### src/rtl/bsp_pkg.sv
// shared types, constants and a helper for the 24-bit bmp stream parser
package bsp_pkg;

   localparam int DIMENSION_BITS_DEFAULT = 17;
   localparam int OUT_DIM_BITS = 17;

   localparam logic [16:0] MAX_DIMENSION_RESET = 17'd100000;

   localparam logic [7:0]  MAGIC_FIRST  = 8'h42;
   localparam logic [7:0]  MAGIC_SECOND = 8'h4D;
   localparam logic [15:0] DEPTH_24     = 16'd24;

   // byte offsets inside the 54-byte header
   localparam logic [5:0] POS_MAGIC_FIRST  = 6'd0;
   localparam logic [5:0] POS_MAGIC_SECOND = 6'd1;
   localparam logic [5:0] POS_WIDTH_LO     = 6'd18;
   localparam logic [5:0] POS_WIDTH_HI     = 6'd21;
   localparam logic [5:0] POS_HEIGHT_LO    = 6'd22;
   localparam logic [5:0] POS_HEIGHT_HI    = 6'd25;
   localparam logic [5:0] POS_DEPTH_LO     = 6'd28;
   localparam logic [5:0] POS_DEPTH_HI     = 6'd29;
   localparam logic [5:0] POS_HEADER_LAST  = 6'd53;

   typedef enum logic [2:0] {
      KIND_HEADER_OK = 3'd0,
      KIND_PIXEL     = 3'd1,
      KIND_PAD       = 3'd2,
      KIND_FORMAT    = 3'd3,
      KIND_PREMATURE = 3'd4
   } kind_type;

   typedef enum logic [1:0] {
      PH_HEADER  = 2'd0,
      PH_PIXELS  = 2'd1,
      PH_DONE    = 2'd2,
      PH_STOPPED = 2'd3
   } phase_type;

   typedef struct packed {
      logic [7:0] data_byte;
      logic       end_of_stream;
      logic       restart;
   } req_type;

   typedef struct packed {
      kind_type    kind;
      logic [7:0]  red;
      logic [7:0]  green;
      logic [7:0]  blue;
      logic [16:0] image_width;
      logic [16:0] image_height;
      logic [16:0] column;
      logic [16:0] row;
      logic        image_done;
   } rsp_type;

   // signed 32-bit dimension must lie in 1..limit
   function automatic logic dim_ok(input logic [31:0] word, input logic [31:0] limit);
      logic ok;
      begin
         ok = !word[31] && (word != 32'd0) && (word <= limit);
         return ok;
      end
   endfunction

endpackage

### src/rtl/bmp24_stream_parser_top.sv
// Decoder for uncompressed 24-bit bmp files fed one byte per request. It takes one request
// every cycle while the result register is free or being drained; each request yields at most
// one result, through the input register, single-pass header and pixel decode, and result
// register. The 54-byte header yields a header-ok or format-error result on its last byte,
// or a format error on the second byte when the magic is wrong or on an end of stream within
// it; an end of stream among the pixels yields a premature result. Pixel bytes come out as one
// rgb result per blue, green, red triple, then a pad result for each row padding byte; the
// final result of the image carries image_done. Set restart on a request to begin a new file
// with its byte. max_dimension may only be written while no request is in flight.
module bmp24_stream_parser_top #(
   parameter int DIMENSION_BITS = bsp_pkg::DIMENSION_BITS_DEFAULT
) (
   input  logic             clock,
   input  logic             reset,
   input  logic             req_valid,
   output logic             req_ready,
   input  bsp_pkg::req_type req_data,
   output logic             rsp_valid,
   input  logic             rsp_ready,
   output bsp_pkg::rsp_type rsp_data,
   input  logic             csr_wr_en,
   input  logic [16:0]      csr_wr_data
);

   logic [16:0]      max_dimension_ff, max_dimension_in;
   logic             out_free, stage_valid, stage_take, res_valid;
   bsp_pkg::req_type stage_data;
   bsp_pkg::rsp_type res_data;

   assign max_dimension_in = csr_wr_en ? csr_wr_data : max_dimension_ff;

   always_ff @(posedge clock) begin
      if (reset) begin
         max_dimension_ff <= bsp_pkg::MAX_DIMENSION_RESET;
      end else begin
         max_dimension_ff <= max_dimension_in;
      end
   end

   bsp_req_stage u_req_stage (
      .clock       (clock),
      .reset       (reset),
      .req_valid   (req_valid),
      .req_ready   (req_ready),
      .req_data    (req_data),
      .out_free    (out_free),
      .stage_valid (stage_valid),
      .stage_take  (stage_take),
      .stage_data  (stage_data)
   );

   bsp_parser #(
      .DIMENSION_BITS (DIMENSION_BITS)
   ) u_parser (
      .clock         (clock),
      .reset         (reset),
      .step          (stage_take),
      .item          (stage_data),
      .max_dimension (max_dimension_ff),
      .res_valid     (res_valid),
      .res_data      (res_data)
   );

   bsp_rsp_stage u_rsp_stage (
      .clock     (clock),
      .reset     (reset),
      .load      (stage_take && res_valid),
      .load_data (res_data),
      .out_free  (out_free),
      .rsp_valid (rsp_valid),
      .rsp_ready (rsp_ready),
      .rsp_data  (rsp_data)
   );

   // a stalled result must not be overwritten by the decode stage
   a_no_overwrite: assert property (@(posedge clock) disable iff (reset)
      (rsp_valid && !rsp_ready) |-> !stage_take)
      else $error("decode advanced while a result was stalled");

   a_take_needs_item: assert property (@(posedge clock) disable iff (reset)
      stage_take |-> stage_valid)
      else $error("decode advanced without a request");

   a_accept_path: assert property (@(posedge clock) disable iff (reset)
      (req_valid && req_ready) |=> stage_valid)
      else $error("accepted request did not reach the decode stage");

endmodule

### src/rtl/bsp_req_stage.sv
// input register holding one request for the decode stage
module bsp_req_stage (
   input  logic             clock,
   input  logic             reset,
   input  logic             req_valid,
   output logic             req_ready,
   input  bsp_pkg::req_type req_data,
   input  logic             out_free,
   output logic             stage_valid,
   output logic             stage_take,
   output bsp_pkg::req_type stage_data
);

   logic             valid_ff, valid_in;
   bsp_pkg::req_type data_ff, data_in;

   assign stage_take  = valid_ff && out_free;
   assign req_ready   = !valid_ff || out_free;
   assign stage_valid = valid_ff;
   assign stage_data  = data_ff;

   always_comb begin
      valid_in = valid_ff;
      data_in  = data_ff;
      if (req_valid && req_ready) begin
         valid_in = 1'b1;
         data_in  = req_data;
      end else if (stage_take) begin
         valid_in = 1'b0;
      end
   end

   always_ff @(posedge clock) begin
      if (reset) begin
         valid_ff <= 1'b0;
      end else begin
         valid_ff <= valid_in;
      end
      data_ff <= data_in;
   end

endmodule

### src/rtl/bsp_parser.sv
// header check, pixel regrouping and row padding tracking for one byte per cycle while step is high
module bsp_parser #(
   parameter int DIMENSION_BITS = bsp_pkg::DIMENSION_BITS_DEFAULT
) (
   input  logic             clock,
   input  logic             reset,
   input  logic             step,
   input  bsp_pkg::req_type item,
   input  logic [16:0]      max_dimension,
   output logic             res_valid,
   output bsp_pkg::rsp_type res_data
);

   localparam logic [31:0] DIM_CAP = 32'((64'd1 << DIMENSION_BITS) - 64'd1);

   bsp_pkg::phase_type phase_ff, phase_in;
   logic [5:0]  pos_ff, pos_in;
   logic        magic_ok_ff, magic_ok_in;
   logic [31:0] width_word_ff, width_word_in;
   logic [31:0] height_word_ff, height_word_in;
   logic [15:0] depth_word_ff, depth_word_in;
   logic [1:0]  pbi_ff, pbi_in;
   logic [7:0]  held_blue_ff, held_blue_in;
   logic [7:0]  held_green_ff, held_green_in;
   logic [DIMENSION_BITS-1:0] col_ff, col_in;
   logic [DIMENSION_BITS-1:0] row_ff, row_in;
   logic [1:0]  pad_ff, pad_in;
   logic [DIMENSION_BITS-1:0] img_w_ff, img_w_in;
   logic [DIMENSION_BITS-1:0] img_h_ff, img_h_in;

   // state as seen by this byte, after an optional restart
   bsp_pkg::phase_type cur_phase;
   logic [5:0]  cur_pos;
   logic        cur_magic_ok;
   logic [31:0] cur_width_word, cur_height_word;
   logic [15:0] cur_depth_word;
   logic [1:0]  cur_pbi;
   logic [7:0]  cur_blue, cur_green;
   logic [DIMENSION_BITS-1:0] cur_col, cur_row, cur_img_w, cur_img_h;
   logic [1:0]  cur_pad;

   logic [31:0] limit32;
   logic [5:0]  width_ofs, height_ofs, depth_ofs;
   logic        magic_fail, header_last, header_good;
   logic        in_pixel, pixel_emit, row_end, last_row;
   logic [DIMENSION_BITS-1:0] col_inc;
   logic [DIMENSION_BITS:0]   row_inc;
   logic [1:0]  pad_inc;
   logic [31:0] out_w32, out_h32, out_col32, out_row32;

   always_comb begin
      if (item.restart) begin
         cur_phase       = bsp_pkg::PH_HEADER;
         cur_pos         = '0;
         cur_magic_ok    = 1'b0;
         cur_width_word  = '0;
         cur_height_word = '0;
         cur_depth_word  = '0;
         cur_pbi         = '0;
         cur_blue        = '0;
         cur_green       = '0;
         cur_col         = '0;
         cur_row         = '0;
         cur_pad         = '0;
         cur_img_w       = '0;
         cur_img_h       = '0;
      end else begin
         cur_phase       = phase_ff;
         cur_pos         = pos_ff;
         cur_magic_ok    = magic_ok_ff;
         cur_width_word  = width_word_ff;
         cur_height_word = height_word_ff;
         cur_depth_word  = depth_word_ff;
         cur_pbi         = pbi_ff;
         cur_blue        = held_blue_ff;
         cur_green       = held_green_ff;
         cur_col         = col_ff;
         cur_row         = row_ff;
         cur_pad         = pad_ff;
         cur_img_w       = img_w_ff;
         cur_img_h       = img_h_ff;
      end
   end

   // shared decode conditions
   always_comb begin
      limit32 = (32'(max_dimension) < DIM_CAP) ? 32'(max_dimension) : DIM_CAP;
      width_ofs   = cur_pos - bsp_pkg::POS_WIDTH_LO;
      height_ofs  = cur_pos - bsp_pkg::POS_HEIGHT_LO;
      depth_ofs   = cur_pos - bsp_pkg::POS_DEPTH_LO;
      magic_fail  = (cur_pos == bsp_pkg::POS_MAGIC_SECOND) &&
                    (!cur_magic_ok || item.data_byte != bsp_pkg::MAGIC_SECOND);
      header_last = (cur_pos == bsp_pkg::POS_HEADER_LAST);
      header_good = bsp_pkg::dim_ok(cur_width_word, limit32) &&
                    bsp_pkg::dim_ok(cur_height_word, limit32) &&
                    (cur_depth_word == bsp_pkg::DEPTH_24);
      in_pixel    = (cur_col < cur_img_w);
      pixel_emit  = in_pixel && (cur_pbi == 2'd2);
      col_inc     = cur_col + 1'b1;
      pad_inc     = cur_pad + 2'd1;
      row_inc     = {1'b0, cur_row} + 1'b1;
      last_row    = (row_inc >= {1'b0, cur_img_h});
      if (in_pixel) begin
         row_end = pixel_emit && (col_inc == cur_img_w) && (cur_img_w[1:0] == 2'd0);
      end else begin
         row_end = (pad_inc == cur_img_w[1:0]);
      end
   end

   // next phase
   always_comb begin
      phase_in = phase_ff;
      if (step) begin
         phase_in = cur_phase;
         case (cur_phase)
            bsp_pkg::PH_HEADER: begin
               if (item.end_of_stream || magic_fail) begin
                  phase_in = bsp_pkg::PH_STOPPED;
               end else if (header_last) begin
                  phase_in = header_good ? bsp_pkg::PH_PIXELS : bsp_pkg::PH_STOPPED;
               end
            end
            bsp_pkg::PH_PIXELS: begin
               if (item.end_of_stream) begin
                  phase_in = bsp_pkg::PH_STOPPED;
               end else if (row_end && last_row) begin
                  phase_in = bsp_pkg::PH_DONE;
               end
            end
            default: phase_in = cur_phase;
         endcase
      end
   end

   // datapath updates and result
   always_comb begin
      pos_in         = pos_ff;
      magic_ok_in    = magic_ok_ff;
      width_word_in  = width_word_ff;
      height_word_in = height_word_ff;
      depth_word_in  = depth_word_ff;
      pbi_in         = pbi_ff;
      held_blue_in   = held_blue_ff;
      held_green_in  = held_green_ff;
      col_in         = col_ff;
      row_in         = row_ff;
      pad_in         = pad_ff;
      img_w_in       = img_w_ff;
      img_h_in       = img_h_ff;
      res_valid      = 1'b0;
      res_data       = '0;
      res_data.kind  = bsp_pkg::KIND_FORMAT;
      out_w32        = 32'(cur_img_w);
      out_h32        = 32'(cur_img_h);
      out_col32      = '0;
      out_row32      = '0;
      if (step) begin
         pos_in         = cur_pos;
         magic_ok_in    = cur_magic_ok;
         width_word_in  = cur_width_word;
         height_word_in = cur_height_word;
         depth_word_in  = cur_depth_word;
         pbi_in         = cur_pbi;
         held_blue_in   = cur_blue;
         held_green_in  = cur_green;
         col_in         = cur_col;
         row_in         = cur_row;
         pad_in         = cur_pad;
         img_w_in       = cur_img_w;
         img_h_in       = cur_img_h;
         case (cur_phase)
            bsp_pkg::PH_HEADER: begin
               if (item.end_of_stream || magic_fail) begin
                  res_valid     = 1'b1;
                  res_data.kind = bsp_pkg::KIND_FORMAT;
               end else begin
                  if (cur_pos == bsp_pkg::POS_MAGIC_FIRST) begin
                     magic_ok_in = (item.data_byte == bsp_pkg::MAGIC_FIRST);
                  end
                  if (cur_pos >= bsp_pkg::POS_WIDTH_LO && cur_pos <= bsp_pkg::POS_WIDTH_HI) begin
                     width_word_in[8*width_ofs[1:0] +: 8] = item.data_byte;
                  end
                  if (cur_pos >= bsp_pkg::POS_HEIGHT_LO &&
                      cur_pos <= bsp_pkg::POS_HEIGHT_HI) begin
                     height_word_in[8*height_ofs[1:0] +: 8] = item.data_byte;
                  end
                  if (cur_pos >= bsp_pkg::POS_DEPTH_LO && cur_pos <= bsp_pkg::POS_DEPTH_HI) begin
                     depth_word_in[8*depth_ofs[0] +: 8] = item.data_byte;
                  end
                  if (header_last) begin
                     res_valid = 1'b1;
                     if (header_good) begin
                        res_data.kind = bsp_pkg::KIND_HEADER_OK;
                        img_w_in      = cur_width_word[DIMENSION_BITS-1:0];
                        img_h_in      = cur_height_word[DIMENSION_BITS-1:0];
                        out_w32       = 32'(cur_width_word[DIMENSION_BITS-1:0]);
                        out_h32       = 32'(cur_height_word[DIMENSION_BITS-1:0]);
                     end else begin
                        res_data.kind = bsp_pkg::KIND_FORMAT;
                     end
                  end else begin
                     pos_in = cur_pos + 6'd1;
                  end
               end
            end
            bsp_pkg::PH_PIXELS: begin
               if (item.end_of_stream) begin
                  res_valid     = 1'b1;
                  res_data.kind = bsp_pkg::KIND_PREMATURE;
                  out_col32     = 32'(cur_col);
                  out_row32     = 32'(cur_row);
               end else if (in_pixel && cur_pbi == 2'd0) begin
                  held_blue_in = item.data_byte;
                  pbi_in       = 2'd1;
               end else if (in_pixel && cur_pbi == 2'd1) begin
                  held_green_in = item.data_byte;
                  pbi_in        = 2'd2;
               end else begin
                  res_valid = 1'b1;
                  out_row32 = 32'(cur_row);
                  if (in_pixel) begin
                     res_data.kind  = bsp_pkg::KIND_PIXEL;
                     res_data.red   = item.data_byte;
                     res_data.green = cur_green;
                     res_data.blue  = cur_blue;
                     out_col32      = 32'(cur_col);
                     pbi_in         = 2'd0;
                     col_in         = col_inc;
                  end else begin
                     res_data.kind = bsp_pkg::KIND_PAD;
                     out_col32     = 32'(cur_pad);
                     pad_in        = pad_inc;
                  end
                  if (row_end) begin
                     col_in = '0;
                     pad_in = '0;
                     if (last_row) begin
                        res_data.image_done = 1'b1;
                     end else begin
                        row_in = row_inc[DIMENSION_BITS-1:0];
                     end
                  end
               end
            end
            default: res_valid = 1'b0;
         endcase
      end
      res_data.image_width  = out_w32[16:0];
      res_data.image_height = out_h32[16:0];
      res_data.column       = out_col32[16:0];
      res_data.row          = out_row32[16:0];
   end

   always_ff @(posedge clock) begin
      if (reset) begin
         phase_ff       <= bsp_pkg::PH_HEADER;
         pos_ff         <= '0;
         magic_ok_ff    <= 1'b0;
         width_word_ff  <= '0;
         height_word_ff <= '0;
         depth_word_ff  <= '0;
         pbi_ff         <= '0;
         held_blue_ff   <= '0;
         held_green_ff  <= '0;
         col_ff         <= '0;
         row_ff         <= '0;
         pad_ff         <= '0;
         img_w_ff       <= '0;
         img_h_ff       <= '0;
      end else begin
         phase_ff       <= phase_in;
         pos_ff         <= pos_in;
         magic_ok_ff    <= magic_ok_in;
         width_word_ff  <= width_word_in;
         height_word_ff <= height_word_in;
         depth_word_ff  <= depth_word_in;
         pbi_ff         <= pbi_in;
         held_blue_ff   <= held_blue_in;
         held_green_ff  <= held_green_in;
         col_ff         <= col_in;
         row_ff         <= row_in;
         pad_ff         <= pad_in;
         img_w_ff       <= img_w_in;
         img_h_ff       <= img_h_in;
      end
   end

   a_done_ends_image: assert property (@(posedge clock) disable iff (reset)
      (step && res_valid && res_data.image_done) |=> (phase_ff == bsp_pkg::PH_DONE))
      else $error("image_done result did not move the parser to done");

   a_column_in_range: assert property (@(posedge clock) disable iff (reset)
      (phase_ff == bsp_pkg::PH_PIXELS) |-> (col_ff <= img_w_ff))
      else $error("column count ran past the image width");

   a_byte_index_range: assert property (@(posedge clock) disable iff (reset)
      pbi_ff != 2'd3)
      else $error("pixel byte index out of range");

   a_header_position_range: assert property (@(posedge clock) disable iff (reset)
      (phase_ff == bsp_pkg::PH_HEADER) |-> (pos_ff <= bsp_pkg::POS_HEADER_LAST))
      else $error("header position ran past the header");

endmodule

### src/rtl/bsp_rsp_stage.sv
// result register that can load a new result while its waiting result is being taken
module bsp_rsp_stage (
   input  logic             clock,
   input  logic             reset,
   input  logic             load,
   input  bsp_pkg::rsp_type load_data,
   output logic             out_free,
   output logic             rsp_valid,
   input  logic             rsp_ready,
   output bsp_pkg::rsp_type rsp_data
);

   logic             valid_ff, valid_in;
   bsp_pkg::rsp_type data_ff, data_in;

   assign out_free  = !valid_ff || rsp_ready;
   assign rsp_valid = valid_ff;
   assign rsp_data  = data_ff;

   always_comb begin
      valid_in = valid_ff;
      data_in  = data_ff;
      if (load) begin
         valid_in = 1'b1;
         data_in  = load_data;
      end else if (rsp_ready) begin
         valid_in = 1'b0;
      end
   end

   always_ff @(posedge clock) begin
      if (reset) begin
         valid_ff <= 1'b0;
      end else begin
         valid_ff <= valid_in;
      end
      data_ff <= data_in;
   end

endmodule

### config.mk
export PLATFORM = sky130hd
export DESIGN_NAME = bmp24_stream_parser_top
export DESIGN_NICKNAME = d
export VERILOG_FILES = /design/src/rtl/bsp_pkg.sv /design/src/rtl/bmp24_stream_parser_top.sv /design/src/rtl/bsp_req_stage.sv /design/src/rtl/bsp_parser.sv /design/src/rtl/bsp_rsp_stage.sv
export SDC_FILE = /design/constraint.sdc
export NUM_CORES = 1
export LEC_CHECK = 0
export BUFFER_PORTS_ARGS = -buffer_cell sky130_fd_sc_hd__buf_2
export CORE_MARGIN = 2
export CORE_UTILIZATION = 50
export CTS_CLUSTER_SIZE = 16
export DETAILED_ROUTE_END_ITERATION = 10
export PLACE_DENSITY = 0.67
export SYNTH_ARGS = -nofsm -noshare
export SYNTH_HDL_FRONTEND = slang
export SYNTH_SLANG_ARGS = --single-unit
export TNS_END_PERCENT = 100
### constraint.sdc
create_clock -name clock -period 10 [get_ports clock]
set_input_delay 2 -clock clock [delete_from_list [all_inputs] [get_ports clock]]
set_output_delay 2 -clock clock [all_outputs]
set_load 0.02 [all_outputs]
==> flow_summary.yaml <==
status:
  status: "finished, final reports clean"
yosys:
  synth_cell_type_count: 75
  syn_nets: 1721
  synth_area_per_cell_um2: 9.523
  ys_seq_elements: 302
  async_flop_share: 0
  synth_ff_type: "dfxtp_1"
  ys_warn_count: 0
  seq_area_frac_synth: 0.4630
  netlist_area_um2: 15350
  syn_inst: 1612
  synth_edf_count: 106
sta:
  setup_viol_count_final: 0
  rsz0062_at_grt: "no"
  tns_ns: 0
  hold_viol_final: 0
  finClkSkew_ns: 0.01935
  final_max_slew_viol_count: 0
  fmax_mhz: 187.9
  final.min_clock_period_ns: 5.321
  slew_headroom: 0.3052
  tightest_slew_ns: 1.034
  finalCritPeriodShare: 0.5321
pwr:
  p_seq_frac: 0.471
  p_sw_mw: 0.6444
  leakagePower_nw: 7.121
  power_mw: 2.768
  pwr-share-clk: 0.472
  combPwrFrac: 0.057
  vdd.ir_drop.worst_mv: 0.1389
  p_per_area_nw_per_um2: 158.6
  p_sw_frac: 0.2328
  p_int_mw: 2.124
layout:
  syn2layout_area_growth_pct: 13.72
  nets: 1821
  n_antenna_cell: 0
  seqCellArea_um2: 7107
  layout_common_cells: "196 x dfxtp_1, 177 x nor2_1, 148 x nand2_1, 128 x buf_2, 106 x edfxtp_1"
  drive_above_1_share: 0.1323
  nFillCells: 2780
  fin_cells: 2135
  multi_input_area_um2: 7629
  final_common_cell: "dfxtp_1"
place:
  place_congestion: 0.9469
  hpwl_mm: 31.93
  place_inst: 2071
  io_buffers: 129
global_routing:
  grt_pass1_vias: 12266
  antenna_found_initial: 0
  grtUsageTotal: 0.2779
  grt_pass1_wl_mm: 69.29
  grt.overflow.total: 0
  grt_start_max_net_pins: 80
clock_tree:
  post_cts_buffers: 0
  cts_tree: "yes"
  cts_resized: 0
  cts.sinks: 302
  cts-buffers-inserted: 35
  clock_latency_ns: 0.52
  clkTransAtPathRegs_ns: 0.06
  ctsHoldBuffers: 0
  clockRootBuffer: "clkbuf_16"
  clockBufferDepth: 3
  htree_num_levels: 2
floorplanning:
  die_w_um: 179.2
  die-area_um2: 32120
  die-height_um: 179.2
  design.core.area_um2: 30430
  initial_utilization: 0.5045
  ioPinCount: 130
  rows: 64
detailed_routing:
  vias_per_cell: 6.144
  routed_wl_mm: 44.93
  drt-pass1-iter-count: 6
  post-route-drc-count: 0
  vias: 13117
  drtIter0Drc: 1309
  avgRoutedWirePerCell_um: 21.05
  ant_nets: 0
worst_setup_path:
  critPathLaunchType: "flip-flop"
  path_class: "flip-flop to flip-flop"
  critPathCaptureType: "flip-flop"
  cp_slowest_cell: "a31oi_1"
  cp_top_family: "simple AND/OR/NAND/NOR gates"
  crit_path_max_incr_delay_ns: 0.47
  path_buf_inv: 3
  path_cells: "buf_4 -> inv_2 -> nand2_1 -> inv_1 -> ha_1 -> and3_1 -> nand4_1 -> nor2_1 -> and3_1 -> nand3_1 -> or3_1 -> a21oi_1 -> ha_1 -> a21oi_1 -> o21ai_0 -> a31oi_1 -> nand3_2 -> nor4_1 -> mux2_2"
  cp.arrival_ns: 5.72
  cp_max_fo: 21
  required_ns: 10.40
hold_path:
  hold_path.class: "flip-flop to flip-flop"
run:
  drv_cap: 0
## layout make-up
cell class,count,area share
clock inverter,14,0.01068
timing repair buffer,146,0.04444
inverter,74,0.01606
multi-input combinational,1153,0.4370
tap,396,0.02838
sequential,302,0.4071
clock buffer,50,0.05634
## cells by family (layout without fill, tap and decap cells)
group | Yosys count | count (layout) | synth area share
compound gates | 367 | 367 | 0.1707
fa+ha+maj | 77 | 77 | 0.06276
simple gates | 613 | 613 | 0.2035
flops | 302 | 302 | 0.4630
buf+inv | 157 | 284 | 0.04051
mux | 53 | 53 | 0.03505
xor+xnor | 43 | 43 | 0.02453
## registers in the layout (all words and copies together), names as in the netlist
name and flops:
max_dimension_ff 17, u_parser.col_ff 17, u_parser.depth_word_ff 16, u_parser.height_word_ff 32
u_parser.held_blue_ff 8, u_parser.held_green_ff 8, u_parser.img_h_ff 17, u_parser.img_w_ff 17
u_parser.magic_ok_ff 1, u_parser.pad_ff 2, u_parser.pbi_ff 2, u_parser.phase_ff 2
u_parser.pos_ff 6, u_parser.row_ff 17, u_parser.width_word_ff 32, u_req_stage.stage_data 10
u_req_stage.stage_valid 1, u_rsp_stage.rsp_data 96, u_rsp_stage.rsp_valid 1
## power by group through the flow
stage | Combinational (mW) | Clock [mW] | Sequential [mW]
after CTS | 0.158 | 1.32 | 1.30
final | 0.159 | 1.31 | 1.30
after floorplan | 0.0853 | 0 | 1.34
after detailed placement | 0.158 | 0 | 1.33
after global routing | 0.172 | 1.38 | 1.31
after global placement | 0.156 | 0 | 1.33
## per-layer routing
layer | global-route usage | wire length [µm] | vias up | share of wire
li1 | - | - | 6111 | -
met1 | 0.3761 | 19390 | 6347 | 0.43
met2 | 0.4548 | 20970 | 544 | 0.47
met3 | 0.03605 | 2937 | 115 | 0.065
met4 | 0.1028 | 1629 | 0 | 0.036
met5 | 0 | 0 | - | 0
## synthesized netlist by cell type (all sizes together) (4+ instances only)
cell type  count  area share
or3            8      0.0033
o211ai        13      0.0064
or4            8      0.0039
mux2i         47       0.031
a21o          30       0.015
nor2b         29       0.012
nand3         27      0.0091
o21ai         52       0.017
o2bb2ai       12      0.0068
nor3b          8      0.0039
nand4         24      0.0098
nor3          27       0.011
nor4          43       0.020
a22oi         83       0.041
xnor2         36       0.021
nand2        148       0.036
o21a           9      0.0044
o31ai          4      0.0020
nand4b         7      0.0044
a32o           4      0.0026
nand2b        10      0.0041
edfxtp       106        0.21
inv           74       0.018
and2          49       0.020
ha            77       0.063
and3          24      0.0098
buf           24      0.0080
xor2           7      0.0040
a22o          49       0.028
and4           7      0.0040
a21oi         55       0.018
a211o          4      0.0023
a31oi         14      0.0067
mux2           6      0.0044
nor2         180       0.044
clkbuf        59       0.014
a311oi         4      0.0023
a211oi         9      0.0044
dfxtp        196        0.26
## stage by stage
step / hold slack, ns / util / setup WS [ns] / cell area (µm²)
6_report: 0.4667 / 0.5737 / 4.679 / 17460
5_1_grt: 0.4915 / 0.5737 / 4.414 / 17460
4_1_cts: 0.4708 / 0.5737 / 4.765 / 17460
3_5_place_dp: 0.4502 / 0.5352 / 4.818 / 16290
3_3_place_gp: 0.4510 / 0.5352 / 4.829 / 16290
2_1_floorplan: 0.4342 / - / 4.009 / 15350
## final timing paths
kind | slack [ns] | depth (start not counted) | start | to
setup reg to reg | 4.68 | 19 | u_req_stage.stage_data[0] | u_parser.row_ff[6]
setup / recovery | 4.68 | 19 | u_req_stage.stage_data[0] | u_parser.row_ff[6]
hold / removal | 0.47 | 1 | u_parser.img_w_ff[13] | u_parser.img_w_ff[13]
hold reg to reg | 0.47 | 1 | u_parser.img_w_ff[13] | u_parser.img_w_ff[13]
No activity file was read; power rests on OpenSTA's default activity.
